**config.mk**
```make
export PLATFORM = sky130hd
export DESIGN_NAME = modbus_rtu_reply_frame_parser_unit_flat
export DESIGN_NICKNAME = d
export VERILOG_FILES = /design/src/hdl/mrfp_pkg.sv /design/src/hdl/mrfp_if.sv /design/src/hdl/mrfp_ram.sv /design/src/hdl/modbus_rtu_reply_frame_parser_unit.sv /design/src/flat_wrapper.sv
export SDC_FILE = /design/constraint.sdc
export NUM_CORES = 1
export LEC_CHECK = 0
export BUFFER_PORTS_ARGS = -buffer_cell sky130_fd_sc_hd__buf_2
export CAP_MARGIN = 20
export CORE_ASPECT_RATIO = 1.1
export CORE_MARGIN = 10
export CORE_UTILIZATION = 55
export CTS_BUF_LIST = sky130_fd_sc_hd__clkbuf_8
export CTS_CLUSTER_SIZE = 25
export DETAILED_ROUTE_END_ITERATION = 10
export PLACE_DENSITY = 0.79
export SLEW_MARGIN = 10
export SYNTH_ARGS = -nofsm -noshare
export SYNTH_HDL_FRONTEND = slang
export SYNTH_HIERARCHICAL = 1
export SYNTH_SLANG_ARGS = --single-unit
```
**constraint.sdc**
```tcl
create_clock -name clock -period 4.8 [get_ports clock]
set_input_delay 0.24 -clock clock [delete_from_list [all_inputs] [get_ports clock]]
set_output_delay 0.24 -clock clock [all_outputs]
set_load 0.02 [all_outputs]
```
**src/hdl/mrfp_pkg.sv**
```systemverilog
`timescale 1ns / 1ps
// ----------------------------------------------------------------------------
// mrfp_pkg
// Types, constants and the CRC-16 byte step for the reply frame parser.
// ----------------------------------------------------------------------------
package mrfp_pkg;

   typedef logic [1:0]        command_type;
   typedef logic [7:0]        byte_type;
   typedef logic [3:0]        pos_type;
   typedef logic [15:0]       crc_type;
   typedef logic signed [15:0] tenths_type;

   // commands
   localparam command_type CMD_BYTE          = 2'd0;
   localparam command_type CMD_CLEAR_SENT    = 2'd1;
   localparam command_type CMD_CLEAR_TIMEOUT = 2'd2;

   // result kinds
   localparam logic KIND_DATA  = 1'b0;
   localparam logic KIND_ACK   = 1'b1;

   localparam int  FRAME_DEPTH  = 13;
   localparam pos_type FRAME_LEN    = 4'd13;
   localparam pos_type CRC_LEN      = 4'd11;
   localparam pos_type TRAIL_LO_POS = 4'd11;
   localparam pos_type ECHO_LEN     = 4'd8;
   localparam pos_type PAYLOAD_LO   = 4'd7;   // bytes 3..6 are read back at 7..10
   localparam pos_type PAYLOAD_HI   = 4'd10;
   localparam pos_type PAYLOAD_LAG  = 4'd4;

   localparam byte_type HDR_FUNC  = 8'h03;
   localparam byte_type HDR_COUNT = 8'h08;
   localparam crc_type  CRC_INIT  = 16'hFFFF;
   localparam crc_type  CRC_POLY  = 16'hA001;

   // fixed write echo 08 10 00 04 00 02 00 90
   function automatic byte_type echo_byte(input logic [2:0] idx);
      byte_type b;
      case (idx)
         3'd0:    b = 8'h08;
         3'd1:    b = 8'h10;
         3'd2:    b = 8'h00;
         3'd3:    b = 8'h04;
         3'd4:    b = 8'h00;
         3'd5:    b = 8'h02;
         3'd6:    b = 8'h00;
         3'd7:    b = 8'h90;
         default: b = 8'h00;
      endcase
      return b;
   endfunction

   // Modbus CRC-16, reflected, one byte
   function automatic crc_type crc_feed(input crc_type crc, input byte_type b);
      crc_type c;
      c = crc ^ {8'h00, b};
      for (int k = 0; k < 8; k++) begin
         if (c[0]) begin
            c = (c >> 1) ^ CRC_POLY;
         end else begin
            c = c >> 1;
         end
      end
      return c;
   endfunction

endpackage

```
**src/hdl/mrfp_if.sv**
```systemverilog
`timescale 1ns / 1ps
// ----------------------------------------------------------------------------
// mrfp interfaces
// Valid/ready channels for received words, results and the address register.
// ----------------------------------------------------------------------------
interface mrfp_req_if;
   logic                  valid;
   logic                  ready;
   mrfp_pkg::command_type command;
   mrfp_pkg::byte_type    rx_byte;
   modport source (output valid, output command, output rx_byte, input ready);
   modport sink   (input valid, input command, input rx_byte, output ready);
endinterface

interface mrfp_rsp_if;
   logic                 valid;
   logic                 ready;
   logic                 result_kind;
   mrfp_pkg::tenths_type angle_tenths;
   mrfp_pkg::tenths_type rate_tenths;
   modport source (output valid, output result_kind, output angle_tenths,
                   output rate_tenths, input ready);
   modport sink   (input valid, input result_kind, input angle_tenths,
                   input rate_tenths, output ready);
endinterface

interface mrfp_csr_if;
   logic               valid;
   logic               ready;
   mrfp_pkg::byte_type data;
   modport source (output valid, output data, input ready);
   modport sink   (input valid, input data, output ready);
endinterface

```
**src/hdl/mrfp_ram.sv**
```systemverilog
`timescale 1ns / 1ps
// ----------------------------------------------------------------------------
// mrfp_ram
// Generic single-write, single-read RAM with registered read data.
// ----------------------------------------------------------------------------
module mrfp_ram #(
   parameter int WIDTH = 8,
   parameter int DEPTH = 16
) (
   input  logic                     clock,
   input  logic                     wr_en,
   input  logic [$clog2(DEPTH)-1:0] wr_addr,
   input  logic [WIDTH-1:0]         wr_data,
   input  logic                     rd_en,
   input  logic [$clog2(DEPTH)-1:0] rd_addr,
   output logic [WIDTH-1:0]         rd_data
);

   logic [WIDTH-1:0] mem [DEPTH];
   logic [WIDTH-1:0] rd_data_ff;

   always_ff @(posedge clock) begin
      if (wr_en) begin
         mem[wr_addr] <= wr_data;
      end
      if (rd_en) begin
         rd_data_ff <= mem[rd_addr];
      end
   end

   assign rd_data = rd_data_ff;

endmodule

```
**src/hdl/modbus_rtu_reply_frame_parser_unit.sv**
```systemverilog
`timescale 1ns / 1ps
// ----------------------------------------------------------------------------
// modbus_rtu_reply_frame_parser_unit
// Parses 13-byte read replies (CRC-16 checked) and the 8-byte clear echo.
// ----------------------------------------------------------------------------
//  channel   dir  handshake    payload
//  req_port  in   valid/ready  command, rx_byte
//  rsp_port  out  valid/ready  result_kind, angle_tenths, rate_tenths
//  csr_port  in   valid/ready  data (slave address), ready out of reset
//
//  One word per cycle; a result appears the cycle after the word that ends a
//  frame or echo. Frame bytes go to a 13x8 RAM; bytes 3..6 are read back one
//  per word while bytes 7..10 arrive. Bytes 0..10 enter the CRC one per word.
//  req_port.ready drops while a result waits and rsp_port.ready is low, and
//  during reset. Synchronous active-high reset; the frame RAM is not cleared.
// ----------------------------------------------------------------------------
module modbus_rtu_reply_frame_parser_unit (
   input  logic              clock,
   input  logic              reset,
   mrfp_req_if.sink          req_port,
   mrfp_rsp_if.source        rsp_port,
   mrfp_csr_if.sink          csr_port
);

   localparam int AW = $clog2(mrfp_pkg::FRAME_DEPTH);

   logic                 ack_mode_ff, ack_mode_in;
   mrfp_pkg::pos_type    pos_ff, pos_in;
   mrfp_pkg::crc_type    crc_ff, crc_in;
   mrfp_pkg::byte_type   trail_lo_ff, trail_lo_in;
   mrfp_pkg::byte_type   slave_addr_ff;
   logic                 rd_pend_ff, rd_pend_in;
   logic [1:0]           rd_slot_ff, rd_slot_in;
   mrfp_pkg::byte_type   hold_ff [4];

   logic                 rsp_valid_ff, rsp_valid_in;
   logic                 rsp_kind_ff, rsp_kind_in;
   mrfp_pkg::tenths_type rsp_angle_ff, rsp_angle_in;
   mrfp_pkg::tenths_type rsp_rate_ff, rsp_rate_in;

   logic                 accept;
   mrfp_pkg::byte_type   b;
   mrfp_pkg::pos_type    fpos, epos, enext;
   logic                 hdr_ok;
   logic                 emit;
   logic                 emit_kind;
   logic                 wr_en, rd_en;
   logic [AW-1:0]        wr_addr, rd_addr;
   mrfp_pkg::byte_type   rd_data;
   mrfp_pkg::pos_type    rd_pos;

   mrfp_ram #(
      .WIDTH (8),
      .DEPTH (mrfp_pkg::FRAME_DEPTH)
   ) u_frame_ram (
      .clock   (clock),
      .wr_en   (wr_en),
      .wr_addr (wr_addr),
      .wr_data (b),
      .rd_en   (rd_en),
      .rd_addr (rd_addr),
      .rd_data (rd_data)
   );

   assign req_port.ready = ~reset & (~rsp_valid_ff | rsp_port.ready);
   assign csr_port.ready = ~reset;
   assign accept         = req_port.valid & req_port.ready;
   assign b              = req_port.rx_byte;

   assign fpos  = (pos_ff >= mrfp_pkg::FRAME_LEN) ? 4'd0 : pos_ff;
   assign epos  = (pos_ff >= mrfp_pkg::ECHO_LEN)  ? 4'd0 : pos_ff;
   assign enext = (b == mrfp_pkg::echo_byte(epos[2:0])) ? epos + 4'd1 : 4'd0;
   assign rd_pos = fpos - mrfp_pkg::PAYLOAD_LAG;

   always_comb begin
      case (fpos)
         4'd0:    hdr_ok = (b == slave_addr_ff);
         4'd1:    hdr_ok = (b == mrfp_pkg::HDR_FUNC);
         4'd2:    hdr_ok = (b == mrfp_pkg::HDR_COUNT);
         default: hdr_ok = 1'b1;
      endcase
   end

   always_comb begin
      ack_mode_in = ack_mode_ff;
      pos_in      = pos_ff;
      crc_in      = crc_ff;
      trail_lo_in = trail_lo_ff;
      rd_pend_in  = 1'b0;
      rd_slot_in  = rd_slot_ff;
      wr_en       = 1'b0;
      wr_addr     = fpos[AW-1:0];
      rd_en       = 1'b0;
      rd_addr     = rd_pos[AW-1:0];
      emit        = 1'b0;
      emit_kind   = mrfp_pkg::KIND_DATA;
      if (accept) begin
         case (req_port.command)
            mrfp_pkg::CMD_CLEAR_SENT: begin
               ack_mode_in = 1'b1;
               pos_in      = 4'd0;
               crc_in      = mrfp_pkg::CRC_INIT;
            end
            mrfp_pkg::CMD_CLEAR_TIMEOUT: begin
               ack_mode_in = 1'b0;
               pos_in      = 4'd0;
               crc_in      = mrfp_pkg::CRC_INIT;
            end
            mrfp_pkg::CMD_BYTE: begin
               if (ack_mode_ff) begin
                  if (enext == mrfp_pkg::ECHO_LEN) begin
                     ack_mode_in = 1'b0;
                     pos_in      = 4'd0;
                     crc_in      = mrfp_pkg::CRC_INIT;
                     emit        = 1'b1;
                     emit_kind   = mrfp_pkg::KIND_ACK;
                  end else begin
                     pos_in = enext;
                  end
               end else if (!hdr_ok) begin
                  pos_in = 4'd0;
                  crc_in = mrfp_pkg::CRC_INIT;
               end else begin
                  wr_en  = 1'b1;
                  pos_in = fpos + 4'd1;
                  if (fpos < mrfp_pkg::CRC_LEN) begin
                     crc_in = mrfp_pkg::crc_feed(crc_ff, b);
                  end
                  if (fpos == mrfp_pkg::TRAIL_LO_POS) begin
                     trail_lo_in = b;
                  end
                  // fetch payload byte fpos-4 while later bytes stream in
                  if (fpos >= mrfp_pkg::PAYLOAD_LO && fpos <= mrfp_pkg::PAYLOAD_HI) begin
                     rd_en      = 1'b1;
                     rd_pend_in = 1'b1;
                     rd_slot_in = fpos[1:0] - 2'd3;
                  end
                  if (fpos == mrfp_pkg::FRAME_LEN - 4'd1) begin
                     pos_in = 4'd0;
                     crc_in = mrfp_pkg::CRC_INIT;
                     emit   = ({b, trail_lo_ff} == crc_ff);
                  end
               end
            end
            default: begin
            end
         endcase
      end
   end

   always_comb begin
      rsp_valid_in = rsp_valid_ff & ~rsp_port.ready;
      rsp_kind_in  = rsp_kind_ff;
      rsp_angle_in = rsp_angle_ff;
      rsp_rate_in  = rsp_rate_ff;
      if (emit) begin
         rsp_valid_in = 1'b1;
         rsp_kind_in  = emit_kind;
         if (emit_kind == mrfp_pkg::KIND_ACK) begin
            rsp_angle_in = '0;
            rsp_rate_in  = '0;
         end else begin
            rsp_angle_in = {hold_ff[0], hold_ff[1]};
            rsp_rate_in  = {hold_ff[2], hold_ff[3]};
         end
      end
   end

   always_ff @(posedge clock) begin
      if (reset) begin
         ack_mode_ff   <= 1'b0;
         pos_ff        <= 4'd0;
         crc_ff        <= mrfp_pkg::CRC_INIT;
         slave_addr_ff <= 8'd8;
         rd_pend_ff    <= 1'b0;
         rsp_valid_ff  <= 1'b0;
      end else begin
         ack_mode_ff  <= ack_mode_in;
         pos_ff       <= pos_in;
         crc_ff       <= crc_in;
         rd_pend_ff   <= rd_pend_in;
         rsp_valid_ff <= rsp_valid_in;
         if (csr_port.valid) begin
            slave_addr_ff <= csr_port.data;
         end
      end
   end

   always_ff @(posedge clock) begin
      trail_lo_ff  <= trail_lo_in;
      rd_slot_ff   <= rd_slot_in;
      rsp_kind_ff  <= rsp_kind_in;
      rsp_angle_ff <= rsp_angle_in;
      rsp_rate_ff  <= rsp_rate_in;
      if (rd_pend_ff) begin
         hold_ff[rd_slot_ff] <= rd_data;
      end
   end

   assign rsp_port.valid        = rsp_valid_ff;
   assign rsp_port.result_kind  = rsp_kind_ff;
   assign rsp_port.angle_tenths = rsp_angle_ff;
   assign rsp_port.rate_tenths  = rsp_rate_ff;

endmodule

```
**src/flat_wrapper.sv**
```systemverilog
// flat-port wrapper written by rule: the top's interface ports become plain ports
module modbus_rtu_reply_frame_parser_unit_flat 
  (clock, reset, req_port_valid, req_port_command, req_port_rx_byte, req_port_ready, rsp_port_valid, rsp_port_result_kind, rsp_port_angle_tenths, rsp_port_rate_tenths, rsp_port_ready, csr_port_valid, csr_port_data, csr_port_ready);
  mrfp_req_if req_port_i ();
  mrfp_rsp_if rsp_port_i ();
  mrfp_csr_if csr_port_i ();
  input  logic clock;
  input  logic reset;
  input wire logic [$bits(req_port_i.valid)-1:0] req_port_valid;
  input wire logic [$bits(req_port_i.command)-1:0] req_port_command;
  input wire logic [$bits(req_port_i.rx_byte)-1:0] req_port_rx_byte;
  output wire logic [$bits(req_port_i.ready)-1:0] req_port_ready;
  output wire logic [$bits(rsp_port_i.valid)-1:0] rsp_port_valid;
  output wire logic [$bits(rsp_port_i.result_kind)-1:0] rsp_port_result_kind;
  output wire logic [$bits(rsp_port_i.angle_tenths)-1:0] rsp_port_angle_tenths;
  output wire logic [$bits(rsp_port_i.rate_tenths)-1:0] rsp_port_rate_tenths;
  input wire logic [$bits(rsp_port_i.ready)-1:0] rsp_port_ready;
  input wire logic [$bits(csr_port_i.valid)-1:0] csr_port_valid;
  input wire logic [$bits(csr_port_i.data)-1:0] csr_port_data;
  output wire logic [$bits(csr_port_i.ready)-1:0] csr_port_ready;
  assign req_port_i.valid = req_port_valid;
  assign req_port_i.command = req_port_command;
  assign req_port_i.rx_byte = req_port_rx_byte;
  assign req_port_ready = req_port_i.ready;
  assign rsp_port_valid = rsp_port_i.valid;
  assign rsp_port_result_kind = rsp_port_i.result_kind;
  assign rsp_port_angle_tenths = rsp_port_i.angle_tenths;
  assign rsp_port_rate_tenths = rsp_port_i.rate_tenths;
  assign rsp_port_i.ready = rsp_port_ready;
  assign csr_port_i.valid = csr_port_valid;
  assign csr_port_i.data = csr_port_data;
  assign csr_port_ready = csr_port_i.ready;
  modbus_rtu_reply_frame_parser_unit u_core (.clock(clock), .reset(reset), .req_port(req_port_i), .rsp_port(rsp_port_i), .csr_port(csr_port_i));
endmodule
```
---- Word level (Yosys, flattened, before mapping) ----
Memories as Yosys holds them, arrays and structs flattened. A register that Yosys moved wholly into a read port is not among the register bits.
Cells that the tools add are included.
cells by class
  $add $sub $neg .......................... 4
  magnitude comparators ................... 5
  eq/ne operators ......................... 14
  multiplexer cells ....................... 84
  bitwise logic cells ..................... 17
  reductions and logical operators ........ 11
operator list
  kind                   count
  $mux W16               48
  $pmux W16 S2           1
  $mux W4                7
  $mux W1                25
  $not A2 Y3             8
  $eq A16 B16 Y1         1
  $eq A8 B8 Y1           2
  $xor A16 B8 Y16        1
  $eq A4 B4 Y1 const B   3
  $reduce_and A5 Y1      2
  $add A4 B1 Y4 const B  2
  $eq A8 B2 Y1 const B   1
  $eq A8 B4 Y1 const B   1
  $ge A4 B4 Y1 const B   2
  $pmux W4 S2            1
  $pmux W1 S3            2
  $ne A5 B4 Y1 const B   1
  $eq A4 B1 Y1 const B   1
  $eq A4 B2 Y1 const B   1
  $ge A4 B3 Y1 const B   1
  $le A4 B4 Y1 const B   1
  $logic_not A4 Y1       1
  $lt A4 B4 Y1 const B   1
  $not A1 Y1             4
  14 further kinds       17
word-level totals
  flip-flop bits (word level) ............. 42
  memory bits (writable) .................. 136
  bits in read-only memories .............. 40
  memories kept ........................... 3
memories
  memory                  words  width  rd ports  clocked after memory_dff  wr ports  line                                      text
  u_core.u_frame_ram.mem  13     8      1         1                         1         mrfp_ram.sv:19                            logic [WIDTH-1:0] mem [DEPTH];
  (no name shown)         8      5      1         0                         0         mrfp_pkg.sv:40                            case (idx)
  u_core.hold_ff          4      8      4         4                         1         modbus_rtu_reply_frame_parser_unit.sv:34  mrfp_pkg::byte_type hold_ff [4];

---- Longest topological paths before layout ----
  word-level depth ........................ 57
  mapped depth ............................ 13

---- Modules after synthesis ----
Netlist, hierarchy kept.
modules (own cells, without submodules)
  module                              instances  cells each  area an instance (um^2)  sequential area each (um^2)
  modbus_rtu_reply_frame_parser_unit  1          393         4878.4                   2872.8
  mrfp_ram                            1          192         4306.6                   3363.2

---- Least setup slack after synthesis ----
No wires, ideal clock.
  path kind ............................... register to register
  start ................................... register u_core.pos_ff[3]
  end ..................................... memory u_core.u_frame_ram.mem[0][0], enable pin
  arrival time ............................ 3497 ps
  required time ........................... 4417 ps
  slack ................................... 920 ps
  cell stages (with the launch flop) ...... 14
  clock period less this slack ............ 3880 ps
  cell sequence ........................... dfxtp_1 > buf_2 > nand2_1 > nand2_1 > inv_1 > ha_1 > a21bo_2 > a32oi_1 > o2111ai_1 > o31ai_1 > nand2_1 > inv_1 > or3b_2 > nor3_1
between the ends
  longest elaborated chain between the ends .. 10
  elaborated cells between the ends (all ways) .. 12
RTL lines
  what                                  line                                       text
  from (decl)                           modbus_rtu_reply_frame_parser_unit.sv:28   mrfp_pkg::pos_type pos_ff, pos_in;
  from (signal assigned)                modbus_rtu_reply_frame_parser_unit.sv:179  pos_ff <= pos_in;
  $ge A4 B4 Y1 *                        modbus_rtu_reply_frame_parser_unit.sv:70   assign fpos = (pos_ff >= mrfp_pkg::FRAME_LEN) ? 4'd0 : pos_ff;
  $mux W4 *                             modbus_rtu_reply_frame_parser_unit.sv:70
  via u_core.fpos[1]                    modbus_rtu_reply_frame_parser_unit.sv:43   mrfp_pkg::pos_type fpos, epos, enext;
  $eq A4 B2 Y1 (tied with other cells)  modbus_rtu_reply_frame_parser_unit.sv:76   case (fpos)
  $pmux W1 S3 *                         modbus_rtu_reply_frame_parser_unit.sv:76
  $mux W1 *                             modbus_rtu_reply_frame_parser_unit.sv:120  end else if (!hdr_ok) begin
  $mux W1 *                             modbus_rtu_reply_frame_parser_unit.sv:110  if (ack_mode_ff) begin
  $mux W1 *                             modbus_rtu_reply_frame_parser_unit.sv:98   case (req_port.command)
  $mux W1 *                             modbus_rtu_reply_frame_parser_unit.sv:97   if (accept) begin
  via u_core.wr_en                      modbus_rtu_reply_frame_parser_unit.sv:47   logic wr_en, rd_en;
  $mux W1 *                             mrfp_ram.sv:23                             if (wr_en) begin
  $mux W1 (implied by the code) *       mrfp_ram.sv:24                             mem[wr_addr] <= wr_data;
  to (decl)                             mrfp_ram.sv:19
Mark *: on every way through the listed nets, which the timed path passes. The rest lies on a longest branch.

---- Worst setup path in the final report ----
  start ................................... register u_core.pos_ff[3]
  end ..................................... memory u_core.u_frame_ram.mem[1][3], enable pin
between the ends
  longest elaborated chain between the ends .. 10
  elaborated cells between the ends (all ways) .. 12
RTL lines
  what                                  line
  $ge A4 B4 Y1                          modbus_rtu_reply_frame_parser_unit.sv:70
  $mux W4 *                             modbus_rtu_reply_frame_parser_unit.sv:70
  $eq A4 B2 Y1 (tied with other cells)  modbus_rtu_reply_frame_parser_unit.sv:76
  $pmux W1 S3 *                         modbus_rtu_reply_frame_parser_unit.sv:76
  $mux W1 *                             modbus_rtu_reply_frame_parser_unit.sv:120
  $mux W1 *                             modbus_rtu_reply_frame_parser_unit.sv:110
  $mux W1 *                             modbus_rtu_reply_frame_parser_unit.sv:98
  $mux W1 *                             modbus_rtu_reply_frame_parser_unit.sv:97
  via u_core.wr_en                      modbus_rtu_reply_frame_parser_unit.sv:47
  $mux W1 *                             mrfp_ram.sv:23
  $mux W1 (implied by the code) *       mrfp_ram.sv:24
Marked as above.

==> impl_results.md <==
- Synthesized instance count: 585
- Total routed wirelength: between 15000 and 20000 um
- Critical path type: register to register
- Number of diodes: 0
- Crit path max-delay cell type: nor2_1
- Via density: 5.69
- IO Count: 59
- Count of flip-flops with a built-in enable after synthesis: about 190
- Buf/Inv on CP: 2
- # H-tree levels: 2
- Area grow syn2layout: 12.6%
- Crit-path max cell delay: 0.54 ns
- CTS Buffer Depth: 3
- Async SR Flop Fraction: 0
- Wire per inst: 20.1 um
- Slew Limit Fails: 0
- Main synth FF type: edfxtp_1
- Vias in the first global route: 5303
- # placed instances: 833
- Final #Nets: ~710
- Largest net degree at the start of global routing: 36
- Hold slack: 0.109 ns
- Crit-path cells: o21ai_0 -> nand2_1 -> ha_1 -> o21ai_0 -> a32oi_1 -> o2111ai_1 -> o31ai_1 -> buf_4 -> nand2_1 -> inv_1 -> or3b_2 -> nor2_1
- Grt ovf: 0
- Row count: 49
- Pre-CTS WS: 0.631 ns
- Delay-heaviest family, CP: simple AND/OR/NAND/NOR gates
- Max VDD drop: about 0.16 mV
- Worst Tran Pin Value: 1.05 ns
- Slew HR: 0.298
- Via count: 5134
- Initial antenna violation count: 0
- Worst Path Arrival: 4.40 ns
- Core ar.: 16400 um^2
- Post-synthesis register bit count: between 200 and 250
- F_max: 0.235 GHz
- Post-Syn Area: approximately 9000 um^2
- Power per cell area: 349 nW/um^2
- CTS resizes: 0
- GRT Util Overall: 0.165
- Clk Latency, worst-skew pair: 0.52 ns
- CTS root buf: clkbuf_8
- Hold buffer count at cts: 8
- Initial Util: 0.561
- Distinct cell type count after synthesis: 63
- Global-route wire length before repair: approximately 29000 um
- Post-Layout Cell Count: 902
- TNS Setup: 0 ns
- DRC violations left: 0
- Fin. Hold Viols: 0
- Placer Congestion: 0.924
- Die H: roughly 160 um
- Layout cell share with drive strength beyond 1: 0.235
- Cell leakage power: 3.81 nW
- Crit end category: register
- Status: finished clean
- Setup Fix Bufs, Post-CTS: 0
- Placed cell area: between 9000 and 10000 um^2
- Finished layout cell area: slightly above 10000 um^2
- Fin crit period: 4.26 ns
- CTS tree: built
- CTS Buf Count: 34
- Final worst slack: 0.542 ns
- Clk sink count: 218
- YS warnings: 6
- I/O Buffers: 58
- DPL Wire Length: 12400 um
- Die Wd: 143 um
- Synth Net Count: 617
- Initial DRT Pass Iterations: 4
- Setup crit start kind: register
- Clock Pin Slew Worst Setup and Hold Paths: 0.06 ns
- CP max FO: 15
- Clock skew: 0.0125 ns
- Unrepaired setup endpoints after global routing: false
- Max Cap Viol: 0
- Crit share post-route: 0.887
- Setup violators final: 0
- CP Data Required Time: around 4.9 ns
- Initial drt markers: approximately 430
- Die area: 22300 um^2
- Seq/Total Area, Yosys: 0.679
- Worst min-delay path class: primary input to register
- DRT antenna net count: 0
- Syn_area_per_cell: 15.7 um^2
[cells in the final DEF, fill, tap and decap left out, types with 11 or more instances in the layout]
master	synthesis	layout
inv_1	33	44
xnor2_1	32	32
nand2_1	25	25
buf_2	4	59
a22oi_1	17	17
a21oi_1	16	16
dfxtp_1	31	31
clkbuf_8	0	34
nor2_1	23	23
mux2i_1	17	17
and2_1	11	11
mux4_2	16	16
and2_4	24	24
edfxtp_1	187	187
buf_4	4	12
[final timing paths]
path	startpoint	to	slack (ns)	cells after the start
min reg2reg	u_core/u_frame_ram/rd_data[6]	u_core/hold_ff[0][6]	0.50	0
max reg2reg	u_core/pos_ff[3]	u_core/u_frame_ram/mem[1][3]	0.54	12
max	u_core/pos_ff[3]	u_core/u_frame_ram/mem[1][3]	0.54	12
min	reset	u_core/slave_addr_ff[1]	0.11	2
[layout make-up]
cell class,instances,area [um^2]
flip-flops and latches,218,6240
repair buffers,79,465
fillers,1152,6020
multi-input cells,308,2640
clock inverters,25,155
inverters,34,128
well taps,204,255
clock buffers,34,468
[power breakdown]
group          leakage (nW)  total, mW  internal (mW)  switching (mW)
Sequential             1.93       2.05           2.05         0.00386
Combinational          1.52      0.119         0.0469          0.0716
Clock                 0.360       1.44          0.770           0.666
[registers in the layout, indices dropped and copies added, names as in the netlist]
name	count
u_core/rd_pend_ff	1
u_core/trail_lo_ff	8
u_core/pos_ff	4
u_core/u_frame_ram/rd_data	8
u_core/crc_ff	16
u_core/rsp_port.angle_tenths	16
u_core/rsp_port.rate_tenths	16
u_core/ack_mode_ff	1
u_core/rsp_port.result_kind	1
u_core/rd_slot_ff	2
u_core/u_frame_ram/mem	104
u_core/slave_addr_ff	8
u_core/hold_ff	32
u_core/rsp_port.valid	1
[cell usage after synthesis (all sizes together), types with 5 or more instances]
cell,count,area (um^2)
ha,9,113
nand3,5,25.0
nor2b,6,37.5
edfxtp,187,5620
inv,34,128
a22oi,17,128
nand2b,7,43.8
nand4,8,50.1
xor2,10,87.6
buf,16,149
o22ai,8,50.1
mux4,24,571
and2,35,279
nor3,8,40.0
dfxtp,31,621
clkbuf,9,33.8
xnor2,33,297
nand2,25,93.8
mux2i,17,170
nor4,5,37.5
nor2,23,86.3
a21oi,16,80.1
[metal layers]
layer	vias up	GRT usage	routed length [um]
met5	-	0	0
met3	39	0.0338	1180
met1	2544	0.206	7500
met4	0	0.0667	468
met2	170	0.276	9010
li1	2381	-	-
[kinds of logic after synthesis]
| family | after synthesis | synth area share |
|---|---|---|
| xor gates and xnor gates | 44 | 0.0443 |
| buffers and inverters | 59 | 0.0338 |
| adders and majority gates | 9 | 0.0123 |
| muxes | 42 | 0.0819 |
| AOI/OAI and AO/OA | 72 | 0.0582 |
| DFF | 218 | 0.679 |
| and+or+nand+nor | 141 | 0.0907 |
[stage by stage]
stage               power, mW  utilization
floorplan                2.16            -
global placement         2.20        0.588
detailed placement       2.20        0.588
CTS                      3.64        0.631
global route             3.74        0.632
finish                   3.61        0.632
Note: power is estimated with default switching activity, not from simulation.
